===== src/design/dvf_pkg.sv =====
package dvf_pkg;

  // configuration register indexes
  localparam logic [2:0] CFG_INV_MASS   = 3'd0;
  localparam logic [2:0] CFG_DRY_LIMIT  = 3'd1;
  localparam logic [2:0] CFG_START_COEF = 3'd2;
  localparam logic [2:0] CFG_VISC_COEF  = 3'd3;
  localparam logic [2:0] CFG_TIME_STEP  = 3'd4;
  localparam logic [2:0] CFG_INV_STEP   = 3'd5;
  localparam logic [2:0] CFG_USE_INPUT  = 3'd6;
  localparam logic [2:0] CFG_INIT_POS   = 3'd7;

  // input action codes
  localparam logic ACT_STEP    = 1'b0;
  localparam logic ACT_RESTART = 1'b1;

  // step sequencer states
  typedef enum logic [3:0] {
    ST_IDLE,
    ST_DECODE,
    ST_THR,
    ST_LACC,
    ST_LVEL,
    ST_LPOS,
    ST_VISC,
    ST_SACC,
    ST_SVEL,
    ST_SPOS,
    ST_STOPA,
    ST_STOPB,
    ST_STOPC,
    ST_STOPD,
    ST_OUT
  } seq_state_t;

endpackage


===== src/design/dvf_if.sv =====
interface dvf_in_if #(
  parameter int WORD_BITS = 32
);
  logic                        valid;
  logic                        ready;
  logic                        action;
  logic signed [WORD_BITS-1:0] external_force;
  logic        [WORD_BITS-2:0] limit_in;

  modport source (output valid, action, external_force, limit_in, input ready);
  modport sink   (input valid, action, external_force, limit_in, output ready);
endinterface

interface dvf_out_if #(
  parameter int WORD_BITS = 32
);
  logic                        valid;
  logic                        ready;
  logic signed [WORD_BITS-1:0] position;
  logic signed [WORD_BITS-1:0] velocity;
  logic signed [WORD_BITS-1:0] acceleration;
  logic signed [WORD_BITS-1:0] friction_force;
  logic                        moving;

  modport source (output valid, position, velocity, acceleration, friction_force, moving,
                  input ready);
  modport sink   (input valid, position, velocity, acceleration, friction_force, moving,
                  output ready);
endinterface


===== src/design/dvf_mul.sv =====
module dvf_mul #(
  parameter int WORD_BITS = 32,
  parameter int FRAC_BITS = 16
) (
  input  logic                        clk,
  input  logic                        rst_n,
  input  logic                        start,
  input  logic signed [WORD_BITS-1:0] a,
  input  logic signed [WORD_BITS-1:0] b,
  output logic                        done,
  output logic signed [WORD_BITS-1:0] res
);
  localparam int W  = WORD_BITS;
  localparam int F  = FRAC_BITS;
  localparam int CW = $clog2(W);
  localparam logic [W-1:0] SMAX = {1'b0, {(W-1){1'b1}}};
  localparam logic [W-1:0] SMIN = {1'b1, {(W-1){1'b0}}};

  logic [W-1:0]  ma_r, ma_nxt;
  logic [W-1:0]  hi_r, hi_nxt;
  logic [W-1:0]  lo_r, lo_nxt;
  logic          neg_r, neg_nxt;
  logic [CW-1:0] cnt_r, cnt_nxt;
  logic          busy_r, busy_nxt;
  logic          fin_r, fin_nxt;
  logic          done_r, done_nxt;
  logic [W-1:0]  res_r, res_nxt;

  logic [W:0]       sum;
  logic [2*W-1:0]   prod;
  logic [2*W-F-1:0] m_full;
  logic [2*W-F-1:0] m_lim;
  logic [W-1:0]     mval;
  logic [W-1:0]     mag_a;
  logic [W-1:0]     mag_b;

  // one shift-add step per cycle, lsb of the multiplier first
  always_comb begin
    mag_a   = a[W-1] ? (~a + 1'b1) : a;
    mag_b   = b[W-1] ? (~b + 1'b1) : b;
    sum     = {1'b0, hi_r} + (lo_r[0] ? {1'b0, ma_r} : {(W+1){1'b0}});
    prod    = {hi_r, lo_r};
    m_full  = prod[2*W-1:F];
    m_lim   = {{(W-F){1'b0}}, neg_r, {(W-1){~neg_r}}};
    mval    = m_full[W-1:0];

    ma_nxt   = ma_r;
    hi_nxt   = hi_r;
    lo_nxt   = lo_r;
    neg_nxt  = neg_r;
    cnt_nxt  = cnt_r;
    busy_nxt = busy_r;
    fin_nxt  = 1'b0;
    done_nxt = 1'b0;
    res_nxt  = res_r;

    if (start) begin
      ma_nxt   = mag_a;
      lo_nxt   = mag_b;
      hi_nxt   = '0;
      neg_nxt  = a[W-1] ^ b[W-1];
      cnt_nxt  = '0;
      busy_nxt = 1'b1;
    end else if (busy_r) begin
      hi_nxt  = sum[W:1];
      lo_nxt  = {sum[0], lo_r[W-1:1]};
      cnt_nxt = cnt_r + 1'b1;
      if (cnt_r == CW'(W-1)) begin
        busy_nxt = 1'b0;
        fin_nxt  = 1'b1;
      end
    end

    // scale, saturate and restore the sign
    if (fin_r) begin
      done_nxt = 1'b1;
      if (m_full > m_lim) begin
        res_nxt = neg_r ? SMIN : SMAX;
      end else begin
        res_nxt = neg_r ? (~mval + 1'b1) : mval;
      end
    end
  end

  always_ff @(posedge clk) begin
    if (!rst_n) begin
      busy_r <= 1'b0;
      fin_r  <= 1'b0;
      done_r <= 1'b0;
      cnt_r  <= '0;
    end else begin
      busy_r <= busy_nxt;
      fin_r  <= fin_nxt;
      done_r <= done_nxt;
      cnt_r  <= cnt_nxt;
    end
    ma_r  <= ma_nxt;
    hi_r  <= hi_nxt;
    lo_r  <= lo_nxt;
    neg_r <= neg_nxt;
    res_r <= res_nxt;
  end

  assign done = done_r;
  assign res  = res_r;
endmodule


===== src/design/dvf_div.sv =====
module dvf_div #(
  parameter int WORD_BITS = 32,
  parameter int FRAC_BITS = 16
) (
  input  logic                        clk,
  input  logic                        rst_n,
  input  logic                        start,
  input  logic        [WORD_BITS-1:0] num,
  input  logic        [WORD_BITS:0]   den,
  output logic                        done,
  output logic signed [WORD_BITS-1:0] quo
);
  localparam int W  = WORD_BITS;
  localparam int F  = FRAC_BITS;
  localparam int CW = $clog2(F + 1);

  logic [W:0]    r_r, r_nxt;
  logic [W:0]    d_r, d_nxt;
  logic [F:0]    q_r, q_nxt;
  logic          dz_r, dz_nxt;
  logic [CW-1:0] cnt_r, cnt_nxt;
  logic          busy_r, busy_nxt;
  logic          done_r, done_nxt;

  logic [W+1:0] t;
  logic [W+1:0] diff;
  logic         ge;

  // restoring division, one quotient bit per cycle, integer bit first
  always_comb begin
    t    = (cnt_r == '0) ? {1'b0, r_r} : {r_r, 1'b0};
    diff = t - {1'b0, d_r};
    ge   = t >= {1'b0, d_r};

    r_nxt    = r_r;
    d_nxt    = d_r;
    q_nxt    = q_r;
    dz_nxt   = dz_r;
    cnt_nxt  = cnt_r;
    busy_nxt = busy_r;
    done_nxt = 1'b0;

    if (start) begin
      r_nxt    = {1'b0, num};
      d_nxt    = den;
      dz_nxt   = (den == '0);
      q_nxt    = '0;
      cnt_nxt  = '0;
      busy_nxt = 1'b1;
    end else if (busy_r) begin
      r_nxt   = ge ? diff[W:0] : t[W:0];
      q_nxt   = {q_r[F-1:0], ge};
      cnt_nxt = cnt_r + 1'b1;
      if (cnt_r == CW'(F)) begin
        busy_nxt = 1'b0;
        done_nxt = 1'b1;
      end
    end
  end

  always_ff @(posedge clk) begin
    if (!rst_n) begin
      busy_r <= 1'b0;
      done_r <= 1'b0;
      cnt_r  <= '0;
    end else begin
      busy_r <= busy_nxt;
      done_r <= done_nxt;
      cnt_r  <= cnt_nxt;
    end
    r_r  <= r_nxt;
    d_r  <= d_nxt;
    q_r  <= q_nxt;
    dz_r <= dz_nxt;
  end

  assign done = done_r;
  assign quo  = dz_r ? '0 : {{(W-F-1){1'b0}}, q_r};
endmodule


===== src/design/dry_viscous_friction_mass_step.sv =====
// Mass under dry and viscous friction with sticking, one time step per item.
// Input channel in_chan carries action (0 step, 1 restart), external_force and
// limit_in; each accepted item gives exactly one result on out_chan: position,
// velocity, acceleration, friction_force (all signed fixed point) and moving.
// Registers are written through cfg_we / cfg_idx / cfg_wdata, by the user only while
// the block is idle (not enforced by the block); writes take effect for the next item.
// The block handles one item at a time: in_chan.ready is high only when idle.
// All products go through a single shift-add multiplier; the stopping ratio
// uses a restoring divider. A restart uses no product, a tick that stays
// stuck one, a breakaway or sliding tick 4 products, and a tick that stops
// 6 products plus the division.
// The result is held in the state registers and shown with out_chan.valid
// until taken; while the receiver stalls no new item is accepted.
// Synchronous reset puts the body at rest, stuck, at position zero, and
// loads the register defaults.
module dry_viscous_friction_mass_step_core #(
  parameter int WORD_BITS = 32,
  parameter int FRAC_BITS = 16
) (
  input  logic                 clk,
  input  logic                 rst_n,
  dvf_in_if.sink               in_chan,
  dvf_out_if.source            out_chan,
  input  logic                 cfg_we,
  input  logic [2:0]           cfg_idx,
  input  logic [WORD_BITS-1:0] cfg_wdata
);
  localparam int W = WORD_BITS;
  localparam int F = FRAC_BITS;
  localparam logic [W-1:0]   SMAX      = {1'b0, {(W-1){1'b1}}};
  localparam logic [W-1:0]   SMIN      = {1'b1, {(W-1){1'b0}}};
  localparam logic [W-2:0]   ONE_FX    = (W-1)'(1) << F;
  localparam logic [W-2:0]   DT_RST    = ONE_FX / (W-1)'(100);
  localparam logic [W-2:0]   INV_DT_RST = (W-1)'(100) << F;

  // saturating add and negate, magnitude and halving helpers
  function automatic logic [W-1:0] sat_add(input logic [W-1:0] x, input logic [W-1:0] y);
    logic [W:0] s;
    s = {x[W-1], x} + {y[W-1], y};
    if (s[W] != s[W-1]) begin
      return s[W] ? SMIN : SMAX;
    end
    return s[W-1:0];
  endfunction

  function automatic logic [W-1:0] sat_neg(input logic [W-1:0] x);
    return (x == SMIN) ? SMAX : (~x + 1'b1);
  endfunction

  function automatic logic [W-1:0] mag(input logic [W-1:0] x);
    return x[W-1] ? (~x + 1'b1) : x;
  endfunction

  function automatic logic [W-1:0] half(input logic [W-1:0] x);
    logic [W-1:0] t;
    t = x + {{(W-1){1'b0}}, x[W-1]};
    return {t[W-1], t[W-1:1]};
  endfunction

  // configuration registers
  logic [W-2:0] imass_r, dry_r, sfc_r, visc_r, dt_r, idt_r;
  logic         uil_r;
  logic [W-1:0] init_r;

  always_ff @(posedge clk) begin
    if (!rst_n) begin
      imass_r <= ONE_FX;
      dry_r   <= '0;
      sfc_r   <= '0;
      visc_r  <= '0;
      dt_r    <= DT_RST;
      idt_r   <= INV_DT_RST;
      uil_r   <= 1'b0;
      init_r  <= '0;
    end else if (cfg_we) begin
      case (cfg_idx)
        dvf_pkg::CFG_INV_MASS:   imass_r <= cfg_wdata[W-2:0];
        dvf_pkg::CFG_DRY_LIMIT:  dry_r   <= cfg_wdata[W-2:0];
        dvf_pkg::CFG_START_COEF: sfc_r   <= cfg_wdata[W-2:0];
        dvf_pkg::CFG_VISC_COEF:  visc_r  <= cfg_wdata[W-2:0];
        dvf_pkg::CFG_TIME_STEP:  dt_r    <= cfg_wdata[W-2:0];
        dvf_pkg::CFG_INV_STEP:   idt_r   <= cfg_wdata[W-2:0];
        dvf_pkg::CFG_USE_INPUT:  uil_r   <= cfg_wdata[0];
        dvf_pkg::CFG_INIT_POS:   init_r  <= cfg_wdata;
        default: ;
      endcase
    end
  end

  // sequencer and body state
  dvf_pkg::seq_state_t state_r, state_nxt;
  logic [W-1:0] pos_r, pos_nxt;
  logic [W-1:0] vel_r, vel_nxt;
  logic [W-1:0] acc_r, acc_nxt;
  logic [W-1:0] frc_r, frc_nxt;
  logic         sld_r, sld_nxt;
  logic         act_r, act_nxt;
  logic [W-1:0] fx_r, fx_nxt;
  logic [W-2:0] lim_r, lim_nxt;
  logic [W-1:0] vnew_r, vnew_nxt;
  logic [W-1:0] tmp_r, tmp_nxt;

  logic         mul_start;
  logic [W-1:0] mul_a, mul_b;
  logic         mul_done;
  logic [W-1:0] mul_res;
  logic         div_start;
  logic [W-1:0] div_num;
  logic [W:0]   div_den;
  logic         div_done;
  logic [W-1:0] div_q;

  logic [W-1:0] lim_s, thr, f1, f2, v, vsum;
  logic         vo_pos, vo_neg, v_pos, v_neg;

  dvf_mul #(.WORD_BITS(W), .FRAC_BITS(F)) u_mul (
    .clk  (clk),
    .rst_n(rst_n),
    .start(mul_start),
    .a    (mul_a),
    .b    (mul_b),
    .done (mul_done),
    .res  (mul_res)
  );

  dvf_div #(.WORD_BITS(W), .FRAC_BITS(F)) u_div (
    .clk  (clk),
    .rst_n(rst_n),
    .start(div_start),
    .num  (div_num),
    .den  (div_den),
    .done (div_done),
    .quo  (div_q)
  );

  always_comb begin
    lim_s  = {1'b0, lim_r};
    vo_pos = !vel_r[W-1] && (vel_r != '0);
    vo_neg = vel_r[W-1];
    thr    = sat_add(lim_s, mul_res);
    f1     = sat_add(fx_r, vo_pos ? (~lim_s + 1'b1) : (vo_neg ? lim_s : '0));
    f2     = sat_add(f1, sat_neg(mul_res));
    v      = sat_add(vel_r, mul_res);
    v_pos  = !v[W-1] && (v != '0);
    v_neg  = v[W-1];
    vsum   = sat_add(v, vel_r);

    state_nxt = state_r;
    pos_nxt   = pos_r;
    vel_nxt   = vel_r;
    acc_nxt   = acc_r;
    frc_nxt   = frc_r;
    sld_nxt   = sld_r;
    act_nxt   = act_r;
    fx_nxt    = fx_r;
    lim_nxt   = lim_r;
    vnew_nxt  = vnew_r;
    tmp_nxt   = tmp_r;
    mul_start = 1'b0;
    mul_a     = '0;
    mul_b     = '0;
    div_start = 1'b0;
    div_num   = mag(vel_r);
    div_den   = {1'b0, mag(vel_r)} + {1'b0, mag(vnew_r)};

    in_chan.ready  = (state_r == dvf_pkg::ST_IDLE);
    out_chan.valid = (state_r == dvf_pkg::ST_OUT);

    case (state_r)
      dvf_pkg::ST_IDLE: begin
        if (in_chan.valid) begin
          act_nxt   = in_chan.action;
          fx_nxt    = in_chan.external_force;
          lim_nxt   = uil_r ? in_chan.limit_in : dry_r;
          state_nxt = dvf_pkg::ST_DECODE;
        end
      end
      dvf_pkg::ST_DECODE: begin
        if (act_r == dvf_pkg::ACT_RESTART) begin
          pos_nxt   = init_r;
          vel_nxt   = '0;
          acc_nxt   = '0;
          frc_nxt   = '0;
          sld_nxt   = 1'b0;
          state_nxt = dvf_pkg::ST_OUT;
        end else if (!sld_r) begin
          mul_start = 1'b1;
          mul_a     = lim_s;
          mul_b     = {1'b0, sfc_r};
          state_nxt = dvf_pkg::ST_THR;
        end else begin
          mul_start = 1'b1;
          mul_a     = vel_r;
          mul_b     = {1'b0, visc_r};
          state_nxt = dvf_pkg::ST_VISC;
        end
      end
      // stuck: compare against breakaway threshold
      dvf_pkg::ST_THR: begin
        if (mul_done) begin
          if (mag(fx_r) <= thr) begin
            frc_nxt   = sat_neg(fx_r);
            state_nxt = dvf_pkg::ST_OUT;
          end else begin
            frc_nxt   = sat_add(fx_r, fx_r[W-1] ? lim_s : (~lim_s + 1'b1));
            mul_start = 1'b1;
            mul_a     = frc_nxt;
            mul_b     = {1'b0, imass_r};
            state_nxt = dvf_pkg::ST_LACC;
          end
        end
      end
      dvf_pkg::ST_LACC: begin
        if (mul_done) begin
          acc_nxt   = mul_res;
          mul_start = 1'b1;
          mul_a     = mul_res;
          mul_b     = {1'b0, dt_r};
          state_nxt = dvf_pkg::ST_LVEL;
        end
      end
      dvf_pkg::ST_LVEL: begin
        if (mul_done) begin
          vnew_nxt  = mul_res;
          mul_start = 1'b1;
          mul_a     = mul_res;
          mul_b     = {1'b0, dt_r};
          state_nxt = dvf_pkg::ST_LPOS;
        end
      end
      dvf_pkg::ST_LPOS: begin
        if (mul_done) begin
          pos_nxt   = sat_add(pos_r, half(mul_res));
          vel_nxt   = vnew_r;
          sld_nxt   = 1'b1;
          state_nxt = dvf_pkg::ST_OUT;
        end
      end
      // sliding: net force from dry and viscous terms
      dvf_pkg::ST_VISC: begin
        if (mul_done) begin
          frc_nxt   = f2;
          mul_start = 1'b1;
          mul_a     = f2;
          mul_b     = {1'b0, imass_r};
          state_nxt = dvf_pkg::ST_SACC;
        end
      end
      dvf_pkg::ST_SACC: begin
        if (mul_done) begin
          acc_nxt   = mul_res;
          mul_start = 1'b1;
          mul_a     = mul_res;
          mul_b     = {1'b0, dt_r};
          state_nxt = dvf_pkg::ST_SVEL;
        end
      end
      dvf_pkg::ST_SVEL: begin
        if (mul_done) begin
          vnew_nxt  = v;
          mul_start = 1'b1;
          if ((vo_pos && v_pos) || (vo_neg && v_neg)) begin
            mul_a     = vsum;
            mul_b     = {1'b0, dt_r};
            state_nxt = dvf_pkg::ST_SPOS;
          end else begin
            mul_a     = v;
            mul_b     = {1'b0, idt_r};
            state_nxt = dvf_pkg::ST_STOPA;
          end
        end
      end
      dvf_pkg::ST_SPOS: begin
        if (mul_done) begin
          pos_nxt   = sat_add(pos_r, half(mul_res));
          vel_nxt   = vnew_r;
          state_nxt = dvf_pkg::ST_OUT;
        end
      end
      // stopping: deceleration, then distance to the zero crossing
      dvf_pkg::ST_STOPA: begin
        if (mul_done) begin
          acc_nxt   = sat_neg(mul_res);
          mul_start = 1'b1;
          mul_a     = vel_r;
          mul_b     = {1'b0, dt_r};
          state_nxt = dvf_pkg::ST_STOPB;
        end
      end
      dvf_pkg::ST_STOPB: begin
        if (mul_done) begin
          tmp_nxt   = mul_res;
          div_start = 1'b1;
          state_nxt = dvf_pkg::ST_STOPC;
        end
      end
      dvf_pkg::ST_STOPC: begin
        if (div_done) begin
          mul_start = 1'b1;
          mul_a     = tmp_r;
          mul_b     = div_q;
          state_nxt = dvf_pkg::ST_STOPD;
        end
      end
      dvf_pkg::ST_STOPD: begin
        if (mul_done) begin
          pos_nxt   = sat_add(pos_r, half(mul_res));
          vel_nxt   = '0;
          sld_nxt   = 1'b0;
          state_nxt = dvf_pkg::ST_OUT;
        end
      end
      dvf_pkg::ST_OUT: begin
        if (out_chan.ready) begin
          state_nxt = dvf_pkg::ST_IDLE;
        end
      end
      default: state_nxt = dvf_pkg::ST_IDLE;
    endcase
  end

  always_ff @(posedge clk) begin
    if (!rst_n) begin
      state_r <= dvf_pkg::ST_IDLE;
      pos_r   <= '0;
      vel_r   <= '0;
      acc_r   <= '0;
      frc_r   <= '0;
      sld_r   <= 1'b0;
    end else begin
      state_r <= state_nxt;
      pos_r   <= pos_nxt;
      vel_r   <= vel_nxt;
      acc_r   <= acc_nxt;
      frc_r   <= frc_nxt;
      sld_r   <= sld_nxt;
    end
    act_r  <= act_nxt;
    fx_r   <= fx_nxt;
    lim_r  <= lim_nxt;
    vnew_r <= vnew_nxt;
    tmp_r  <= tmp_nxt;
  end

  // result payload straight from the body state
  assign out_chan.position       = pos_r;
  assign out_chan.velocity       = vel_r;
  assign out_chan.acceleration   = acc_r;
  assign out_chan.friction_force = frc_r;
  assign out_chan.moving         = sld_r;

  // never accepting while a result is pending
  a_no_overlap: assert property (@(posedge clk) disable iff (!rst_n)
    !(in_chan.ready && out_chan.valid))
    else $error("input accepted while result pending");

  // after a result transfer the block is ready again
  a_ready_after_out: assert property (@(posedge clk) disable iff (!rst_n)
    (out_chan.valid && out_chan.ready) |=> in_chan.ready)
    else $error("not ready after result transfer");

  // a restart is decoded, then shown as a body at rest in the result state
  a_restart: assert property (@(posedge clk) disable iff (!rst_n)
    (in_chan.valid && in_chan.ready && in_chan.action == dvf_pkg::ACT_RESTART) |->
      ##2 (out_chan.valid && !out_chan.moving && out_chan.velocity == '0))
    else $error("restart result wrong");

  // a stuck body reports zero velocity
  a_stuck_still: assert property (@(posedge clk) disable iff (!rst_n)
    (out_chan.valid && !out_chan.moving) |-> (out_chan.velocity == '0))
    else $error("stuck body with nonzero velocity");
endmodule

===== src/flat_wrapper.sv =====
// flat-port wrapper written by rule: the top's interface ports become plain ports
module dry_viscous_friction_mass_step_core_flat 
#(
  parameter int WORD_BITS = 32,
  parameter int FRAC_BITS = 16
)
  (clk, rst_n, cfg_we, cfg_idx, cfg_wdata, in_chan_valid, in_chan_action, in_chan_external_force, in_chan_limit_in, in_chan_ready, out_chan_valid, out_chan_position, out_chan_velocity, out_chan_acceleration, out_chan_friction_force, out_chan_moving, out_chan_ready);
  dvf_in_if #(.WORD_BITS(WORD_BITS)) in_chan_i ();
  dvf_out_if #(.WORD_BITS(WORD_BITS)) out_chan_i ();
  input  logic clk;
  input  logic rst_n;
  input  logic cfg_we;
  input  logic [2:0] cfg_idx;
  input  logic [WORD_BITS-1:0] cfg_wdata;
  input wire logic [$bits(in_chan_i.valid)-1:0] in_chan_valid;
  input wire logic [$bits(in_chan_i.action)-1:0] in_chan_action;
  input wire logic [$bits(in_chan_i.external_force)-1:0] in_chan_external_force;
  input wire logic [$bits(in_chan_i.limit_in)-1:0] in_chan_limit_in;
  output wire logic [$bits(in_chan_i.ready)-1:0] in_chan_ready;
  output wire logic [$bits(out_chan_i.valid)-1:0] out_chan_valid;
  output wire logic [$bits(out_chan_i.position)-1:0] out_chan_position;
  output wire logic [$bits(out_chan_i.velocity)-1:0] out_chan_velocity;
  output wire logic [$bits(out_chan_i.acceleration)-1:0] out_chan_acceleration;
  output wire logic [$bits(out_chan_i.friction_force)-1:0] out_chan_friction_force;
  output wire logic [$bits(out_chan_i.moving)-1:0] out_chan_moving;
  input wire logic [$bits(out_chan_i.ready)-1:0] out_chan_ready;
  assign in_chan_i.valid = in_chan_valid;
  assign in_chan_i.action = in_chan_action;
  assign in_chan_i.external_force = in_chan_external_force;
  assign in_chan_i.limit_in = in_chan_limit_in;
  assign in_chan_ready = in_chan_i.ready;
  assign out_chan_valid = out_chan_i.valid;
  assign out_chan_position = out_chan_i.position;
  assign out_chan_velocity = out_chan_i.velocity;
  assign out_chan_acceleration = out_chan_i.acceleration;
  assign out_chan_friction_force = out_chan_i.friction_force;
  assign out_chan_moving = out_chan_i.moving;
  assign out_chan_i.ready = out_chan_ready;
  dry_viscous_friction_mass_step_core #(.WORD_BITS(WORD_BITS), .FRAC_BITS(FRAC_BITS)) u_core (.clk(clk), .rst_n(rst_n), .in_chan(in_chan_i), .out_chan(out_chan_i), .cfg_we(cfg_we), .cfg_idx(cfg_idx), .cfg_wdata(cfg_wdata));
endmodule

===== config.mk =====
export PLATFORM = sky130hd
export DESIGN_NAME = dry_viscous_friction_mass_step_core_flat
export DESIGN_NICKNAME = d
export VERILOG_FILES = /design/src/design/dvf_pkg.sv /design/src/design/dvf_if.sv /design/src/design/dvf_mul.sv /design/src/design/dvf_div.sv /design/src/design/dry_viscous_friction_mass_step.sv /design/src/flat_wrapper.sv
export SDC_FILE = /design/constraint.sdc
export NUM_CORES = 2
export LEC_CHECK = 0
export BUFFER_PORTS_ARGS = -buffer_cell sky130_fd_sc_hd__buf_2
export CELL_PAD_IN_SITES_DETAIL_PLACEMENT = 0
export CELL_PAD_IN_SITES_GLOBAL_PLACEMENT = 1
export CORE_MARGIN = 10
export CORE_UTILIZATION = 38
export DETAILED_ROUTE_END_ITERATION = 8
export GPL_ROUTABILITY_DRIVEN = 0
export PLACE_DENSITY = 0.78
export SETUP_SLACK_MARGIN = 0.05
export SYNTH_ARGS = -nofsm -noshare
export SYNTH_HDL_FRONTEND = slang
export SYNTH_HIERARCHICAL = 1
export SYNTH_SLANG_ARGS = --single-unit

===== constraint.sdc =====
create_clock -name clk -period 11.3 [get_ports clk]
set_clock_uncertainty 0.15 [all_clocks]
set_input_delay 0.565 -clock clk [delete_from_list [all_inputs] [get_ports clk]]
set_output_delay 0.565 -clock clk [all_outputs]
set_load 0.01 [all_outputs]

== Yosys cells after proc, flatten, opt, wreduce, memory -nomap -nowiden ==
Cells that the tools add are included.

* Register bits after elaboration: 708
* Bits in latches: 0
* RAM bits: 0
* ROM bits: 0
* Input port bits: 104
* Output and inout port bits: 131
* Word-level logic and storage cells: 307
* Memories: 0

* Add/sub/neg operators: 21
* Multipliers: 0
* Div/mod/pow operators: 0
* Magnitude comparators: 3
* Equality and inequality tests: 50
* Shifts and indexed selects: 0
* Multiplexer cells: 135
* Bitwise logic cells: 13
* Reduce and logical (&&, ||, !) cells: 48

{| class="wikitable"
|+ Operators with widths
! kind !! number
|-
| two-way mux 32 bit || 65
|-
| one-hot mux 32 bit (3 select lines) || 3
|-
| adder 32 x 32 -> 33 bit || 8
|-
| adder 32 x 1 -> 32 bit, second input constant || 8
|-
| two-way mux 31 bit || 8
|-
| NOT 32 bit || 7
|-
| one-hot mux 32 bit (7 select lines) || 1
|-
| one-hot mux 32 bit (6 select lines) || 1
|-
| one-hot mux 32 bit (4 select lines) || 1
|-
| == test 32 bit, second input constant || 2
|-
| one-hot mux 32 bit (2 select lines) || 1
|-
| nonzero test 32 bit || 2
|-
| two-way mux 4 bit || 14
|-
| one-hot mux 4 bit (13 select lines) || 1
|-
| greater-than comparator 48 x 32 -> 1 bit || 1
|-
| greater-or-equal comparator 34 x 33 -> 1 bit || 1
|-
| two-way mux 17 bit || 2
|-
| two-way mux 34 bit || 1
|-
| adder 32 x 31 -> 33 bit || 1
|-
| zero test 33 bit || 1
|-
| two-way mux 33 bit || 1
|-
| subtractor 33 bit || 1
|-
| adder 32 x 1 -> 32 bit || 1
|-
| less-or-equal comparator 32 bit || 1
|-
| 38 further kinds || 137
|}

== Longest topological paths before layout ==
* Depth in word-level cells: 16
* Depth in mapped cells: 49
* Gate-level depth less buffers: 45

== Hierarchy ==
The synthesis kept the hierarchy.

{| class="wikitable"
|+ Modules (own cells, without submodules)
! module !! instances !! cells an instance !! area each (µm²) !! sequential area each (µm²)
|-
| dry_viscous_friction_mass_step_core || 1 || 5627 || 42617.1 || 10890.4
|-
| dvf_mul || 1 || 1019 || 9476.6 || 3713.6
|-
| dvf_div || 1 || 647 || 6332.3 || 2482.4
|}

== Worst setup path before layout ==
No wires, ideal clock.

* Path type: reg-to-reg
* Start point: register u_core.vel_r[13] (netlist: u_core/out_chan.velocity[13])
* End point: register u_core.u_mul.ma_r[29], data pin
* Library setup time: 0.266 ns
* Data arrival time: 11.364 ns
* Data required time: 10.884 ns
* Slack: -0.480 ns
* Cell stages (with the launch flop): 44
* Path buffers: 5
* Clock period less this slack: 11.780 ns
* Path through: dfxtp_1 > or4_1 > or3_1 > or4_4 > or4_4 > nor3_4 > or2_2 > clkbuf_1 > clkbuf_1 > o31ai_1 > ha_1 > nor2b_1 > o21ai_0 > a21oi_1 > o41a_1 > o21ai_0 > o211ai_1 > a21oi_1 > (+8 left out) > a221oi_1 > a21oi_1 > o21ai_0 > a31oi_1 > or3_1 > clkbuf_1 > clkbuf_1 > a21oi_1 > o22ai_1 > a21oi_1 > o311ai_0 > nor4_1 > nand4_1 > or2_2 > or3_1 > nand2b_1 > o21ai_1 > xnor2_1

* Cells in the longest elaborated chain, start to end: 16
* Elaborated cells on any way between the ends: 43
* Those cells by class: add/sub (5); eq/ne (4); mux (25); bitwise (1); reduce/logical (8)

{| class="wikitable"
|+ RTL lines
! item !! RTL line !! RTL
|-
| start, declared || dry_viscous_friction_mass_step.sv:93 || <nowiki>logic [W-1:0] vel_r, vel_nxt;</nowiki>
|-
| start signal, assigned || dry_viscous_friction_mass_step.sv:333 || <nowiki>vel_r <= vel_nxt;</nowiki>
|-
| nonzero test 32 bit || dry_viscous_friction_mass_step.sv:138 || <nowiki>vo_pos = !vel_r[W-1] && (vel_r != '0);</nowiki>
|-
| logical AND 1 bit || dry_viscous_friction_mass_step.sv:138 ||
|-
| two-way mux 32 bit || dry_viscous_friction_mass_step.sv:141 || <nowiki>f1 = sat_add(fx_r, vo_pos ? (~lim_s + 1'b1) : (vo_neg ? lim_s : '0));</nowiki>
|-
| adder 32 x 32 -> 33 bit || dry_viscous_friction_mass_step.sv:39 || <nowiki>s = {x[W-1], x} + {y[W-1], y};</nowiki>
|-
| two-way mux 32 bit / != test 1 bit (equally long branches) || dry_viscous_friction_mass_step.sv:41, dry_viscous_friction_mass_step.sv:40 ||
|-
| two-way mux 32 bit / two-way mux 1 bit (equally long branches) || dry_viscous_friction_mass_step.sv:40 || <nowiki>if (s[W] != s[W-1]) begin</nowiki>
|-
| two-way mux 32 bit || dry_viscous_friction_mass_step.sv:43 || <nowiki>return s[W-1:0];</nowiki>
|-
| adder 32 x 32 -> 33 bit || dry_viscous_friction_mass_step.sv:39 ||
|-
| (+2 left out) || - ||
|-
| two-way mux 32 bit || dry_viscous_friction_mass_step.sv:43 ||
|-
| two-way mux 32 bit || dry_viscous_friction_mass_step.sv:241 || <nowiki>if (mul_done) begin</nowiki>
|-
| one-hot mux 32 bit (7 select lines) * || dry_viscous_friction_mass_step.sv:169 || <nowiki>case (state_r)</nowiki>
|-
| named net u_core.mul_a[3] || dry_viscous_friction_mass_step.sv:104 || <nowiki>logic [W-1:0] mul_a, mul_b;</nowiki>
|-
| NOT 32 bit * || dvf_mul.sv:39 || <nowiki>mag_a = a[W-1] ? (~a + 1'b1) : a;</nowiki>
|-
| adder 32 x 1 -> 32 bit * || dvf_mul.sv:39 ||
|-
| two-way mux 31 bit * || dvf_mul.sv:39 ||
|-
| named net u_core.u_mul.mag_a[29] || dvf_mul.sv:34 || <nowiki>logic [W-1:0] mag_a;</nowiki>
|-
| end signal, assigned || dvf_mul.sv:97 || <nowiki>ma_r <= ma_nxt;</nowiki>
|-
| end, declared || dvf_mul.sv:19 || <nowiki>logic [W-1:0] ma_r, ma_nxt;</nowiki>
|}

Mark *: on every way through the listed nets, which the timed path passes. The rest lies on a longest branch. The select of a mux whose other input is x is not followed.
A chain may end at the register's enable or synchronous reset.

== Worst setup path in the final report ==
Same ends and word-level chain as after synthesis.

==> flow_metrics.env <==
export IMPL_ys_ff_latch=708
export IMPL_ant_nets=0
export IMPL_max_slew_margin=-0.149
export IMPL_placeableCoreArea_um2=152000
export IMPL_area_growth_pct=13.6
export IMPL_finalWirelength_um=245000
export IMPL_synth_cells=7293
export IMPL_cp_max_fo=10
export IMPL_firstDrtPassIters=9
export IMPL_cp_startpoint="u_core/out_chan.velocity[13]"
export IMPL_cp_end_kind="register"
export IMPL_timing_rr_end="u_core/u_mul/ma_r[29]"
export IMPL_dp_hpwl_um=186000
export IMPL_port_buffers=234
export IMPL_critical_path_buf_inv_count=6
export IMPL_worstMarginPinSlew_ps=1710
export IMPL_finalSetupViolCount=0
export IMPL_synth_area_um2=58400
export IMPL_crit_required_ps=11600
export IMPL_whs_ps=33.1
export IMPL_post_dp_cell_area_um2=62600
export IMPL_rows=143
export IMPL_synth_warnings=6
export IMPL_cpMostUsedCell="or4_4"
export IMPL_wl_per_cell_um=25.5
export IMPL_first_iter_violations=7183
export IMPL_synth_seq_area_share=0.292
export IMPL_clkTransAtPathRegs_ps=70
export IMPL_period_needed_ps=11080
export IMPL_cts_root_buf="clkbuf_16"
export IMPL_grt_pass1_wl_um=355000
export IMPL_grt_usage=0.272
export IMPL_fillers=15300
export IMPL_initial_core_util=0.383
export IMPL_crit_reg2reg_launch="u_core/out_chan.velocity[13]"
export IMPL_ys_types=110
export IMPL_hold_path_class="input port to register"
export IMPL_grt_max_degree=195
export IMPL_cts_buffer_depth=3
export IMPL_cts_sinks=708
export IMPL_die_y_um=412
export IMPL_fin_crit_sh=0.980
export IMPL_maxCapViolations=1
export IMPL_status="finished with violations"
export IMPL_cpLargestDelayFamily="simple AND/OR/NAND/NOR gates"
export IMPL_vias_per_cell=6.12
export IMPL_postSynth_asyncResetShare=0
export IMPL_htree_levels=3
export IMPL_reg2reg_depth=43
export IMPL_cp_depth=43
export IMPL_cts_made_buffers=83
export IMPL_final_cell_area_um2=66400
export IMPL_post_synth_cell_area_avg_um2=8.01
export IMPL_power_leakage_nw=27.2
export IMPL_synth_flop_cell="dfxtp_1"
export IMPL_cts_tree="yes"
export IMPL_fmax_mhz=90.3
export IMPL_ioPinCount=235
export IMPL_nNetsFinal=8023
export IMPL_slowest_stage="or4_4"
export IMPL_gr_total_overflow=0
export IMPL_vias=58900
export IMPL_ff2ff_setup_slack_ps=220
export IMPL_multi_input_area_um2=39300
export IMPL_drv_slew=7
export IMPL_power_total_mw=12.0
export IMPL_route_detailed_drc=0
export IMPL_arrival_ps=11380
export IMPL_clock_latency_ps=750
export IMPL_endpoint="u_core/u_mul/ma_r[29]"
export IMPL_finalHoldViolCount=0
export IMPL_synth_edff_count=291
export IMPL_grt_pass1_vias=54400
export IMPL_dieArea_um2=170000
export IMPL_antenna_found_initial=17
export IMPL_power_per_cell_area_nw_per_um2=181
export IMPL_path_class="register to register"
export IMPL_cpPeakStageDelay_ps=610
export IMPL_worst_setup_path_start_kind="register"
export IMPL_vdd_drop_max_uv=130
export IMPL_violations="max-capacitance violations, max-slew violations"
export IMPL_drive_above_1_share=0.116
export IMPL_die_x_um=412
export IMPL_seq_area_um2=17100
[timing repair]
item,CTS,global route
setup buffers,0,20
hold buffers,48,1
endpoints found under the hold margin,51,1
endpoints found under the setup margin,12,23
pin swaps,3,29
resized for setup,7,60
gates cloned,0,4
[metal layers]
layer | part of all wire | up-vias | global-route usage | wire length, um
met1 | 0.40 | 27900 | 0.351 | 98200
met5 | 0.00033 | - | 0 | 82
met3 | 0.11 | 703 | 0.0726 | 26300
li1 | - | 27100 | - | -
met4 | 0.075 | 12 | 0.172 | 18300
met2 | 0.42 | 3090 | 0.401 | 102000
[cell families after synthesis]
group	count (synthesis)	synth area share
simple gates	2588	0.206
buf+inv	644	0.0433
fa+ha+maj	414	0.0897
xor+xnor	490	0.0735
other cells	1	0.0000642
flops	708	0.292
mux	182	0.0329
compound gates	2266	0.263
[how the worst min path moves through the flow]
stage	start	end	depth (start not counted)
final	in_chan_limit_in[9]	u_core/lim_r[9]	2
after global routing	in_chan_limit_in[9]	u_core/lim_r[9]	2
after CTS	cfg_wdata[19]	u_core/sfc_r[19]	3
after detailed placement	u_core/out_chan.friction_force[13]	u_core/out_chan.friction_force[13]	2
after global placement	u_core/out_chan.friction_force[24]	u_core/out_chan.friction_force[24]	2
after floorplan	u_core/init_r[10]	u_core/init_r[10]	2
[cell usage in the layout, fill, tap and decap left out, types with 78 or more instances in the layout]
cell type / count
clkbuf_16: 88
o21ai_0: 406
inv_1: 205
xor2_1: 179
and2_1: 85
o211ai_1: 80
buf_2: 233
a21boi_0: 255
nand2_1: 1123
nor3_1: 141
edfxtp_1: 291
nor2b_1: 85
dfxtp_1: 415
xnor2_1: 311
a21oi_1: 490
a21o_1: 199
ha_1: 399
o31ai_1: 80
nor2_1: 486
buf_4: 262
nand3_1: 148
mux2i_1: 107
nand2b_1: 78
[synth_stat cells (108+ instances only)]
cell type	count	area, um2
a21boi_0	256	1920
a21o_1	200	1500
a21oi_1	503	2520
clkbuf_1	367	1380
dfxtp_1	417	8350
edfxtp_1	291	8740
ha_1	399	4990
inv_1	205	769
mux2i_1	108	1080
nand2_1	1127	4230
nand3_1	152	761
nor2_1	498	1870
nor3_1	148	741
o21ai_0	420	2100
xnor2_1	311	2720
xor2_1	179	1570
[state kept, by name, indices dropped and copies added, names as in the netlist, 32 cells and up]
register / count
u_core/u_mul/res: 32
u_core/vnew_r: 32
u_core/u_div/r_r: 33
u_core/u_mul/lo_r: 32
u_core/init_r: 32
u_core/u_mul/hi_r: 32
u_core/out_chan.position: 32
u_core/out_chan.acceleration: 32
u_core/out_chan.friction_force: 32
u_core/out_chan.velocity: 32
u_core/tmp_r: 32
u_core/u_mul/ma_r: 32
u_core/fx_r: 32
u_core/u_div/d_r: 33
[stage by stage]
stage               utilization  worst slack [ps]  cells  TNS, ps
floorplan                     -              80.5   7307        0
global placement          0.410              -110   9382     -200
detailed placement        0.410              -256   9382    -1280
CTS                       0.432              52.1   9586        0
global route              0.435             -96.9   9612     -252
finish                    0.435               224   9619        0
[worst reg2reg max path: cells and delay by family (launching register included)]
family	cells	cell delay (ps)
xor+xnor	1	100
compound gates	19	3920
fa+ha+maj	4	1210
buf+inv	6	870
mux	1	190
simple gates	12	4070
flops	1	310
[final cells by class]
type | instances | share of cell area
diodes | 8 | 0.000302
clock buffers | 116 | 0.0355
clock inverters | 40 | 0.00671
inverters | 207 | 0.0117
multi-input cells | 5956 | 0.592
flip-flops and latches | 708 | 0.257
well taps | 2030 | 0.0383
repair buffers | 554 | 0.0577
[report_power, final]
group          internal (mW)  leakage [nW]  switching (mW)
Sequential              2.94          6.03           0.342
Combinational           2.18          19.8            3.76
Clock                   1.57          1.37            1.21
Total                   6.70          27.2            5.31
Note: power is estimated with default switching activity, not from simulation.
